--- config.mk ---
export PLATFORM = sky130hd
export DESIGN_NAME = utf8_string_validator_core
export DESIGN_NICKNAME = d
export VERILOG_FILES = /design/src/rtl/u8v_pkg.sv /design/src/rtl/u8v_front.sv /design/src/rtl/u8v_queue.sv /design/src/rtl/u8v_back.sv /design/src/rtl/utf8_string_validator_core.sv
export SDC_FILE = /design/constraint.sdc
export NUM_CORES = 1
export LEC_CHECK = 0
export BUFFER_PORTS_ARGS = -buffer_cell sky130_fd_sc_hd__buf_2
export CAP_MARGIN = 20
export CORE_UTILIZATION = 31
export CTS_CLUSTER_DIAMETER = 30
export CTS_CLUSTER_SIZE = 16
export DETAILED_ROUTE_END_ITERATION = 10
export GPL_TIMING_DRIVEN = 0
export HOLD_SLACK_MARGIN = 0.12
export SLEW_MARGIN = 20
export SYNTH_ARGS = -nofsm -noshare
export SYNTH_HDL_FRONTEND = slang
export SYNTH_SLANG_ARGS = --single-unit
--- constraint.sdc ---
create_clock -name clock -period 3.4 [get_ports clock]
set_clock_uncertainty 0.1 [all_clocks]
set_input_delay 0 -clock clock [delete_from_list [all_inputs] [get_ports clock]]
set_output_delay 0 -clock clock [all_outputs]
set_load 0.01 [all_outputs]
--- src/rtl/u8v_pkg.sv ---
// ----------------------------------------------------------------------------
// u8v_pkg
// Shared types and constants of the UTF-8 string validator.
// ----------------------------------------------------------------------------
package u8v_pkg;

   // Byte classes.
   localparam logic [7:0] BYTE_NUL       = 8'h00;
   localparam logic [7:0] BYTE_ASCII_MAX = 8'h7f;
   localparam logic [7:0] LEAD2_MIN      = 8'hc2;
   localparam logic [7:0] LEAD2_MAX      = 8'hdf;
   localparam logic [7:0] LEAD3_MIN      = 8'he0;
   localparam logic [7:0] LEAD3_MAX      = 8'hef;
   localparam logic [7:0] LEAD4_MIN      = 8'hf0;
   localparam logic [7:0] LEAD4_MAX      = 8'hf4;
   localparam logic [7:0] CONT_MASK      = 8'hc0;
   localparam logic [7:0] CONT_MARK      = 8'h80;

   // Code point limits.
   localparam int unsigned CP_WIDTH = 21;
   localparam logic [CP_WIDTH-1:0] CP_MIN_LEN1  = 21'h000080;
   localparam logic [CP_WIDTH-1:0] CP_MIN_LEN2  = 21'h000800;
   localparam logic [CP_WIDTH-1:0] CP_MIN_LEN3  = 21'h010000;
   localparam logic [CP_WIDTH-1:0] CP_SURR_LO   = 21'h00d800;
   localparam logic [CP_WIDTH-1:0] CP_SURR_HI   = 21'h00dfff;
   localparam logic [CP_WIDTH-1:0] CP_MAX       = 21'h10ffff;

   // Number of continuation bytes a lead opens.
   localparam logic [1:0] LEN_NONE = 2'd0;
   localparam logic [1:0] LEN_ONE  = 2'd1;
   localparam logic [1:0] LEN_TWO  = 2'd2;
   localparam logic [1:0] LEN_THREE = 2'd3;

   // Default depth of the queue between front and back.
   localparam int unsigned QUEUE_DEPTH_DEFAULT = 4;

   // A classified beat: both readings of the byte, as lead and as continuation.
   typedef struct packed {
      logic       last;
      logic       present;
      logic       is_nul;
      logic       lead_bad;
      logic [1:0] lead_len;
      logic [4:0] lead_bits;
      logic       cont_ok;
      logic [5:0] cont_bits;
   } item_type;

endpackage

--- src/rtl/u8v_front.sv ---
// ----------------------------------------------------------------------------
// u8v_front
// Accepts input beats and registers their byte classification.
// ----------------------------------------------------------------------------
module u8v_front (
   input  logic              clock,
   input  logic              reset,
   input  logic              req_valid,
   output logic              req_ready,
   input  logic [7:0]        req_byte_value,
   input  logic              req_byte_present,
   input  logic              req_last_byte,
   output logic              out_valid,
   input  logic              out_ready,
   output u8v_pkg::item_type out_item
);
   import u8v_pkg::*;

   logic     valid_ff;
   logic     valid_in;
   item_type item_ff;
   item_type item_in;

   // Classify the byte both as a lead and as a continuation.
   always_comb begin
      item_in           = '0;
      item_in.last      = req_last_byte;
      item_in.present   = req_byte_present;
      item_in.is_nul    = (req_byte_value == BYTE_NUL);
      item_in.cont_ok   = ((req_byte_value & CONT_MASK) == CONT_MARK);
      item_in.cont_bits = req_byte_value[5:0];
      item_in.lead_len  = LEN_NONE;
      item_in.lead_bad  = 1'b0;
      item_in.lead_bits = 5'd0;
      if (req_byte_value <= BYTE_ASCII_MAX) begin
         item_in.lead_len = LEN_NONE;
      end else if (req_byte_value >= LEAD2_MIN && req_byte_value <= LEAD2_MAX) begin
         item_in.lead_len  = LEN_ONE;
         item_in.lead_bits = req_byte_value[4:0];
      end else if (req_byte_value >= LEAD3_MIN && req_byte_value <= LEAD3_MAX) begin
         item_in.lead_len  = LEN_TWO;
         item_in.lead_bits = {1'b0, req_byte_value[3:0]};
      end else if (req_byte_value >= LEAD4_MIN && req_byte_value <= LEAD4_MAX) begin
         item_in.lead_len  = LEN_THREE;
         item_in.lead_bits = {2'b00, req_byte_value[2:0]};
      end else begin
         item_in.lead_bad = 1'b1;
      end
   end

   // The stage takes a new beat whenever its current one moves on.
   assign req_ready = !valid_ff || out_ready;
   assign valid_in  = (req_valid && req_ready) || (valid_ff && !out_ready);

   always_ff @(posedge clock) begin
      if (reset) begin
         valid_ff <= 1'b0;
      end else begin
         valid_ff <= valid_in;
      end
   end

   always_ff @(posedge clock) begin
      if (req_valid && req_ready) begin
         item_ff <= item_in;
      end
   end

   assign out_valid = valid_ff;
   assign out_item  = item_ff;

endmodule

--- src/rtl/u8v_queue.sv ---
// ----------------------------------------------------------------------------
// u8v_queue
// Small FIFO of classified beats between the front and the back.
// ----------------------------------------------------------------------------
module u8v_queue #(
   parameter int unsigned Depth = u8v_pkg::QUEUE_DEPTH_DEFAULT
) (
   input  logic              clock,
   input  logic              reset,
   input  logic              push_valid,
   output logic              push_ready,
   input  u8v_pkg::item_type push_item,
   output logic              pop_valid,
   input  logic              pop_ready,
   output u8v_pkg::item_type pop_item
);
   import u8v_pkg::*;

   localparam int unsigned PtrWidth   = $clog2(Depth);
   localparam int unsigned CountWidth = $clog2(Depth + 1);
   localparam logic [PtrWidth-1:0]   PtrLast   = PtrWidth'(Depth - 1);
   localparam logic [CountWidth-1:0] CountFull = CountWidth'(Depth);

   item_type               entry_ff [Depth];
   logic [PtrWidth-1:0]    wr_ptr_ff;
   logic [PtrWidth-1:0]    wr_ptr_in;
   logic [PtrWidth-1:0]    rd_ptr_ff;
   logic [PtrWidth-1:0]    rd_ptr_in;
   logic [CountWidth-1:0]  count_ff;
   logic [CountWidth-1:0]  count_in;
   logic                   push;
   logic                   pop;

   assign push_ready = (count_ff != CountFull);
   assign pop_valid  = (count_ff != '0);
   assign push       = push_valid && push_ready;
   assign pop        = pop_valid && pop_ready;
   assign pop_item   = entry_ff[rd_ptr_ff];

   // Pointer and fill count update.
   always_comb begin
      wr_ptr_in = wr_ptr_ff;
      rd_ptr_in = rd_ptr_ff;
      count_in  = count_ff;
      if (push) begin
         wr_ptr_in = (wr_ptr_ff == PtrLast) ? '0 : wr_ptr_ff + 1'b1;
      end
      if (pop) begin
         rd_ptr_in = (rd_ptr_ff == PtrLast) ? '0 : rd_ptr_ff + 1'b1;
      end
      if (push && !pop) begin
         count_in = count_ff + 1'b1;
      end else if (pop && !push) begin
         count_in = count_ff - 1'b1;
      end
   end

   always_ff @(posedge clock) begin
      if (reset) begin
         wr_ptr_ff <= '0;
         rd_ptr_ff <= '0;
         count_ff  <= '0;
      end else begin
         wr_ptr_ff <= wr_ptr_in;
         rd_ptr_ff <= rd_ptr_in;
         count_ff  <= count_in;
      end
   end

   // Entry storage.
   always_ff @(posedge clock) begin
      if (push) begin
         entry_ff[wr_ptr_ff] <= push_item;
      end
   end

endmodule

--- src/rtl/u8v_back.sv ---
// ----------------------------------------------------------------------------
// u8v_back
// Runs the UTF-8 sequence state and holds the per-string result.
// ----------------------------------------------------------------------------
module u8v_back (
   input  logic              clock,
   input  logic              reset,
   input  logic              in_valid,
   output logic              in_ready,
   input  u8v_pkg::item_type in_item,
   output logic              rsp_valid,
   input  logic              rsp_ready,
   output logic              rsp_string_valid
);
   import u8v_pkg::*;

   logic [1:0]          cont_left_ff;
   logic [1:0]          cont_left_in;
   logic [1:0]          seq_len_ff;
   logic [1:0]          seq_len_in;
   logic [CP_WIDTH-1:0] code_acc_ff;
   logic [CP_WIDTH-1:0] code_acc_in;
   logic                error_ff;
   logic                error_in;
   logic                rsp_valid_ff;
   logic                rsp_valid_in;
   logic                result_ff;
   logic                result_in;
   logic                take;
   logic                out_free;

   // Non-last beats always move; a last beat needs a free output register.
   assign out_free = !rsp_valid_ff || rsp_ready;
   assign in_ready = !in_item.last || out_free;
   assign take     = in_valid && in_ready;

   // Sequence state update for one beat.
   always_comb begin
      cont_left_in = cont_left_ff;
      seq_len_in   = seq_len_ff;
      code_acc_in  = code_acc_ff;
      error_in     = error_ff;
      if (in_item.present) begin
         if (in_item.is_nul) begin
            error_in = 1'b1;
         end
         if (cont_left_ff == LEN_NONE) begin
            if (in_item.lead_bad) begin
               error_in = 1'b1;
            end else if (in_item.lead_len != LEN_NONE) begin
               code_acc_in  = {{(CP_WIDTH - 5){1'b0}}, in_item.lead_bits};
               seq_len_in   = in_item.lead_len;
               cont_left_in = in_item.lead_len;
            end
         end else begin
            if (!in_item.cont_ok) begin
               error_in = 1'b1;
            end
            code_acc_in  = {code_acc_ff[CP_WIDTH-7:0], in_item.cont_bits};
            cont_left_in = cont_left_ff - 2'd1;
            // Sequence complete: reject overlong, surrogate and out of range.
            if (cont_left_in == LEN_NONE) begin
               if ((seq_len_ff == LEN_ONE && code_acc_in < CP_MIN_LEN1) ||
                   (seq_len_ff == LEN_TWO && code_acc_in < CP_MIN_LEN2) ||
                   (seq_len_ff == LEN_THREE && code_acc_in < CP_MIN_LEN3) ||
                   (code_acc_in >= CP_SURR_LO && code_acc_in <= CP_SURR_HI) ||
                   (code_acc_in > CP_MAX)) begin
                  error_in = 1'b1;
               end
            end
         end
      end
      result_in = in_item.present && !error_in && (cont_left_in == LEN_NONE);
   end

   // State registers; the string state clears on its last beat.
   always_ff @(posedge clock) begin
      if (reset) begin
         cont_left_ff <= LEN_NONE;
         seq_len_ff   <= LEN_NONE;
         code_acc_ff  <= '0;
         error_ff     <= 1'b0;
      end else if (take) begin
         if (in_item.last) begin
            cont_left_ff <= LEN_NONE;
            seq_len_ff   <= LEN_NONE;
            code_acc_ff  <= '0;
            error_ff     <= 1'b0;
         end else begin
            cont_left_ff <= cont_left_in;
            seq_len_ff   <= seq_len_in;
            code_acc_ff  <= code_acc_in;
            error_ff     <= error_in;
         end
      end
   end

   // Output register.
   assign rsp_valid_in = (take && in_item.last) || (rsp_valid_ff && !rsp_ready);

   always_ff @(posedge clock) begin
      if (reset) begin
         rsp_valid_ff <= 1'b0;
      end else begin
         rsp_valid_ff <= rsp_valid_in;
      end
   end

   always_ff @(posedge clock) begin
      if (take && in_item.last) begin
         result_ff <= result_in;
      end
   end

   assign rsp_valid        = rsp_valid_ff;
   assign rsp_string_valid = result_ff;

endmodule

--- src/rtl/utf8_string_validator_core.sv ---
// ----------------------------------------------------------------------------
// utf8_string_validator_core
// Strict UTF-8 checker for a byte string, one byte per beat.
// ----------------------------------------------------------------------------
// Throughput: one byte per cycle, sustained, when the result side is ready.
// Path of a last beat: the front classify register, a queue entry, then the back
// state update into the output register, which shows its result.
// The queue between front and back lets either side stall on its own.
// Reset: synchronous, active high; clears all control and sequence state.
module utf8_string_validator_core #(
   parameter int unsigned QueueDepth = u8v_pkg::QUEUE_DEPTH_DEFAULT
) (
   input  logic       clock,
   input  logic       reset,
   input  logic       req_valid,
   output logic       req_ready,
   input  logic [7:0] req_byte_value,
   input  logic       req_byte_present,
   input  logic       req_last_byte,
   output logic       rsp_valid,
   input  logic       rsp_ready,
   output logic       rsp_string_valid
);
   import u8v_pkg::*;

   logic     front_valid;
   logic     front_ready;
   item_type front_item;
   logic     back_valid;
   logic     back_ready;
   item_type back_item;

   // Front: accept and classify.
   u8v_front u_front (
      .clock            (clock),
      .reset            (reset),
      .req_valid        (req_valid),
      .req_ready        (req_ready),
      .req_byte_value   (req_byte_value),
      .req_byte_present (req_byte_present),
      .req_last_byte    (req_last_byte),
      .out_valid        (front_valid),
      .out_ready        (front_ready),
      .out_item         (front_item)
   );

   // Decoupling queue.
   u8v_queue #(
      .Depth (QueueDepth)
   ) u_queue (
      .clock      (clock),
      .reset      (reset),
      .push_valid (front_valid),
      .push_ready (front_ready),
      .push_item  (front_item),
      .pop_valid  (back_valid),
      .pop_ready  (back_ready),
      .pop_item   (back_item)
   );

   // Back: sequence state and result.
   u8v_back u_back (
      .clock            (clock),
      .reset            (reset),
      .in_valid         (back_valid),
      .in_ready         (back_ready),
      .in_item          (back_item),
      .rsp_valid        (rsp_valid),
      .rsp_ready        (rsp_ready),
      .rsp_string_valid (rsp_string_valid)
   );

endmodule

Yosys cells after proc, flatten, opt, wreduce, memory -nomap -nowiden
Memories as Yosys holds them, arrays and structs flattened. A register that Yosys moved wholly into a read port is not among the register bits.
Index checks and enable logic that the tools add are counted.
{ "op_classes": {"n_addsub": 5, "reduce_logical": 48, "eq_ne": 10, "n_lt_le_gt_ge": 13, "muxes": 35} }
{ "ops": {"columns": ["operator", "count"], "rows": [
  ["two-way mux 15 bit", 5],
  ["two-way mux 2 bit", 14],
  ["greater-or-equal comparator 8 bit, second input constant", 3],
  ["<= comparator 8 bit, second input constant", 3],
  ["greater-or-equal comparator 21 x 16 -> 1 bit, second input constant", 1],
  ["greater-than comparator 21 bit, second input constant", 1],
  ["<= comparator 21 x 16 -> 1 bit, second input constant", 1],
  ["< comparator 21 x 12 -> 1 bit, second input constant", 1],
  ["< comparator 21 x 17 -> 1 bit, second input constant", 1],
  ["< comparator 21 x 8 -> 1 bit, second input constant", 1],
  ["logical AND 1 bit", 17],
  ["two-way mux 7 bit", 2],
  ["two-way mux 1 bit", 11],
  ["equality test 2 bit, second input constant", 5],
  ["nonzero test 2 bit", 5],
  ["logical OR 1 bit", 9],
  ["<= comparator 8 x 7 -> 1 bit, second input constant", 1],
  ["zero test 1 bit", 8],
  ["zero test 8 bit", 1],
  ["zero test 2 bit", 3],
  ["two-way mux 3 bit", 2],
  ["two-way mux 6 bit", 1],
  ["inequality test 3 x 2 -> 1 bit, second input constant", 2],
  ["AND reduction 5 bit", 1],
  ["11 further kinds", 12]
]} }
{ "word_totals": {"ramBits": 72, "wordCells": 131, "output_inout_bits": 3, "register_bits": 48, "memories": 1, "inputBits": 14} }
{ "memory_table": {"columns": ["memory", "depth", "word_bits", "read_ports", "rd_clocked_by_memory_dff", "write_ports", "line_no", "rtl"], "rows": [
  ["u_queue.entry_ff", 4, 18, 1, 1, 1, "u8v_queue.sv:24", "item_type entry_ff [Depth];"]
]} }

Longest topological paths before layout
{ "depth": {"ltp_word": 13, "ltp_mapped": 10, "depth_no_buf": 8} }

By module
A second synthesis with hierarchy kept.
{ "hier_totals": {"cells_unflattened": 328, "hier_area_um2": 4959.8} }
{ "by_module_without_submodules": {"columns": ["module", "cells_each", "instances", "area_per_inst_um2", "seq_area_each_um2"], "rows": [
  ["u8v_queue", 142, 1, 3075.4, 2342.2],
  ["u8v_back", 142, 1, 1162.4, 450.4],
  ["u8v_front", 44, 1, 721.9, 560.5]
]} }

Least setup slack after synthesis
No wires, ideal clock.
{ "synth_timing": {"kind": "reg-to-reg", "from": "reg (tool-made name)", "to": "reg u_queue.count_ff[2]", "required_ns": 3.230, "n_path_buf": 2, "arrival_time_ns": 2.257, "synth_period_minus_slack_ns": 2.428, "setup_ns": 0.070, "path_slack_ns": 0.972, "stages_incl_launch_ff": 11, "cell_sequence": "dfxtp_1 -> buf_6 -> mux4_2 -> buf_6 -> a21o_1 -> ha_1 -> inv_1 -> fa_1 -> xor2_1 -> or3_1 -> a21oi_1"} }
{ "synth_rtl": {"columns": ["element", "line_no", "rtl"], "rows": [
  ["to (signal assigned)", "u8v_queue.sv:66", "count_ff <= count_in;"],
  ["to (decl)", "u8v_queue.sv:29", "logic [CountWidth-1:0] count_ff;"]
]} }

==> metrics.csv <==
stage;metric;value;unit
status;status;finished, final reports clean;
setup_path;CP arrival;2.88;ns
timing;Final Cycle Share;77.7;%
timing;unrepaired setup endpoints after global routing;no;
drt;Vias;2674;
timing;Max Fclk;378;MHz
place;placed insts;532;
synth;count leader, synth;edfxtp_1;
setup_path;WP data required;3.63;ns
cts;Num CTS Buffers;17;
setup_path;critical path startpoint category;register;
cts;Clock Latency Late Sink;0.41;ns
global_routing;initial antenna violation count;0;
floorplan;# rows;45;
global_routing;GRT overflow;0;
power;sequential power share;39.6;%
finish;Reg area;3350;um2
power;maximum vdd drop;0.304;mV
timing;Hold Vio Cnt, Final;0;
timing;relative slew slack;34.3;%
drt;DRT Wirelength;8.58;mm
timing;Setup Viol. Count Final;0;
finish;share of cells above drive strength 1;20.4;%
place;placed instance area;5230;um2
place;GPL Wtd Cong;0.782;
cts;clock-pin slew on the worst setup and hold paths;0.06;ns
drt;DRC;0;
synth;Commonest cells post-synth;edfxtp_1, dfxtp_1, nor2_1, a21oi_1, inv_1;
timing;WHS;0.205;ns
synth;top cell type's share of synthesized area;56.1;%
synth;Seq cells post-synth;122;
floorplan;Starting Density;31.9;%
global_routing;number of global-route vias before repair;2764;
floorplan;Die W;127;um
place;final HPWL from detailed placement;5.54;mm
cts;clk sinks;122;
synth;Mapped Cells;304;
synth;top_reg_cell synth;edfxtp_1;
synth;Yosys cell types;46;
global_routing;first-pass GRT wire length;14.3;mm
synth;Mapped Area;4870;um2
floorplan;I/O pins;17;
timing;pin slew with the least headroom to its limit;0.985;ns
synth;async set or reset register ratio after synthesis;0;%
finish;fin area;5940;um2
drt;Vias/cell;4.62;
power;Pwr per Cell Area;780;nW/um2
finish;final net count;376;
synth;synth top area cells;edfxtp_1, dfxtp_1, mux4_2;
flow_run;number of max-cap violations;0;
finish;Multi-input gate area;1410;um2
floorplan;Core ar.;15300;um2
synth;Synthesized Nets;325;
global_routing;largest net degree at the start of global routing;19;
cts;CTS tree;yes;
cts;H-tree levels;4;
place;# port buffers;16;
timing;Total Neg Setup Slack;0;ns
power;leak pwr;2.07;nW
finish;non-filler cells, final;579;
power;Switch Pwr;1.35;mW
drt;drt first-iter violations;91;
power;Clock Power Share;36.6;%
setup_path;Critical Path Sink Type;register;
power;sw frac;29.2;%
timing;Max Slew Vio Count;0;
finish;fillers;1425;
drt;drt pass-1 iters;4;
power;combinational power share;23.8;%
floorplan;DIE AREA;16200;um2
setup_path;CP Max Fanout;10;
synth;Post-synth EDFFs;91;
cts;worst-case clock buffer depth;2;
power;PnR Total Power;4.64;mW
synth;Warnings, synthesis;0;
setup_path;critical path class;register to register;
global_routing;gr usage total;11.8;%
floorplan;Die Span Y;127;um
cts;CTS resizes;0;
cts;root buffer cell;clkbuf_16;
hold_path;HP Class;primary input to register;
timing;Tmin final;2.64;ns
synth;Yosys top cell by area;edfxtp_1;
finish;area grow syn2layout;22.1;%
power;Int Power;3.28;mW
finish;# diodes;0;
drt;per-cell routed wire length;14.8;um
drt;ANT nets after route;0;
synth;synthesized area per cell;16.0;um2
synth;sequential fraction of the synthesis area;68.9;%
[kinds of logic (layout without fill, tap and decap cells)]
family	count (synthesis)	count (layout)	synth area share, %
xor gates and xnor gates	2	2	0.360
muxes	28	28	10.9
and+or+nand+nor	72	72	7.99
buffers and inverters	21	85	2.31
adders and majority gates	7	7	1.95
AOI/OAI and AO/OA	52	52	7.58
DFF	122	122	68.9
[flip-flops by register name (all words and copies together) (netlist names), named ones only]
name / flops
u_queue.rd_ptr_ff: 2
u_back.rsp_valid: 1
u_queue.wr_ptr_ff: 2
u_front.out_item: 18
u_front.out_valid: 1
u_back.code_acc_ff: 15
u_back.seq_len_ff: 2
u_queue.entry_ff: 72
u_back.cont_left_ff: 2
u_queue.count_ff: 3
u_back.rsp_string_valid: 1
u_back.error_ff: 1
[power groups by stage]
stage / registers, mW / logic (mW) / clock network [mW]
2_1_floorplan: 1.85 / 0.859 / 0
3_3_place_gp: 1.86 / 1.08 / 0
3_5_place_dp: 1.87 / 1.10 / 0
4_1_cts: 1.84 / 1.11 / 1.73
5_1_grt: 1.85 / 1.23 / 1.79
6_report: 1.84 / 1.11 / 1.70
[routing by layer]
layer	routed length, um	global-route usage, %
met5	0	0
met4	123	4.62
met3	229	3.56
met2	4340	20.2
met1	3880	14.0
[layout make-up]
| type | count | area share (%) |
|---|---|---|
| sequential | 122 | 56.4 |
| multi-input combinational | 161 | 23.7 |
| clock buffer | 17 | 7.16 |
| tap | 211 | 4.44 |
| timing repair buffer | 32 | 4.06 |
| clock inverter | 15 | 2.32 |
| buffer | 9 | 1.14 |
| inverter | 12 | 0.758 |
[per-stage QoR]
stage / util (%) / setup slack [ns]
floorplan: - / 0.972
finish: 39.0 / 0.757
global placement: 34.2 / 0.810
CTS: 39.0 / 0.756
detailed placement: 34.3 / 0.785
global route: 39.0 / 0.617
[cells in the final DEF, fill, tap and decap left out, types with 4 or more instances in the layout]
master          n
edfxtp_1       91
dfxtp_1        31
nor2_1         23
clkbuf_16      17
buf_2          16
a21oi_1        15
dlygate4sd3_1  15
inv_1          12
mux4_2         11
nand2_1        11
o21ai_0        10
mux2i_1        10
a22o_1         10
mux4_1          7
inv_6           7
and2_1          6
ha_1            6
buf_6           4
nor3_1          4
clkbuf_1        4
nor4_1          4
nor3b_1         4
nand3_1         4
[final timing paths]
kind                                        endpoint  slack, ns  depth (start not counted)                               start
setup / recovery    u_queue.count_ff[2]$_SDFFE_PP0P_       0.76                         10                            register
hold / removal        u_front.out_item[16]$_DFFE_PP_       0.20                          2                    req_byte_present
setup reg to reg    u_queue.count_ff[2]$_SDFFE_PP0P_       0.76                         10                            register
hold reg to reg   u_back.code_acc_ff[6]$_SDFFE_PP0P_       0.38                          1  u_back.code_acc_ff[0]$_SDFFE_PP0P_
[critical path, stage by stage (launching register included)]
cell	delay (ns)
dfxtp_1	0.31
buf_6	0.15
mux4_2	0.39
buf_6	0.16
a21o_1	0.22
ha_1	0.22
inv_1	0.06
fa_1	0.37
xor2_1	0.15
or3_1	0.31
a21oi_1	0.14
[repair_timing]
action                    in CTS  in global routing
setup buffers                  0                  0
hold endpoints to repair      65                  0
hold buffers                  15                  0
(Power assumes the default switching activity.)
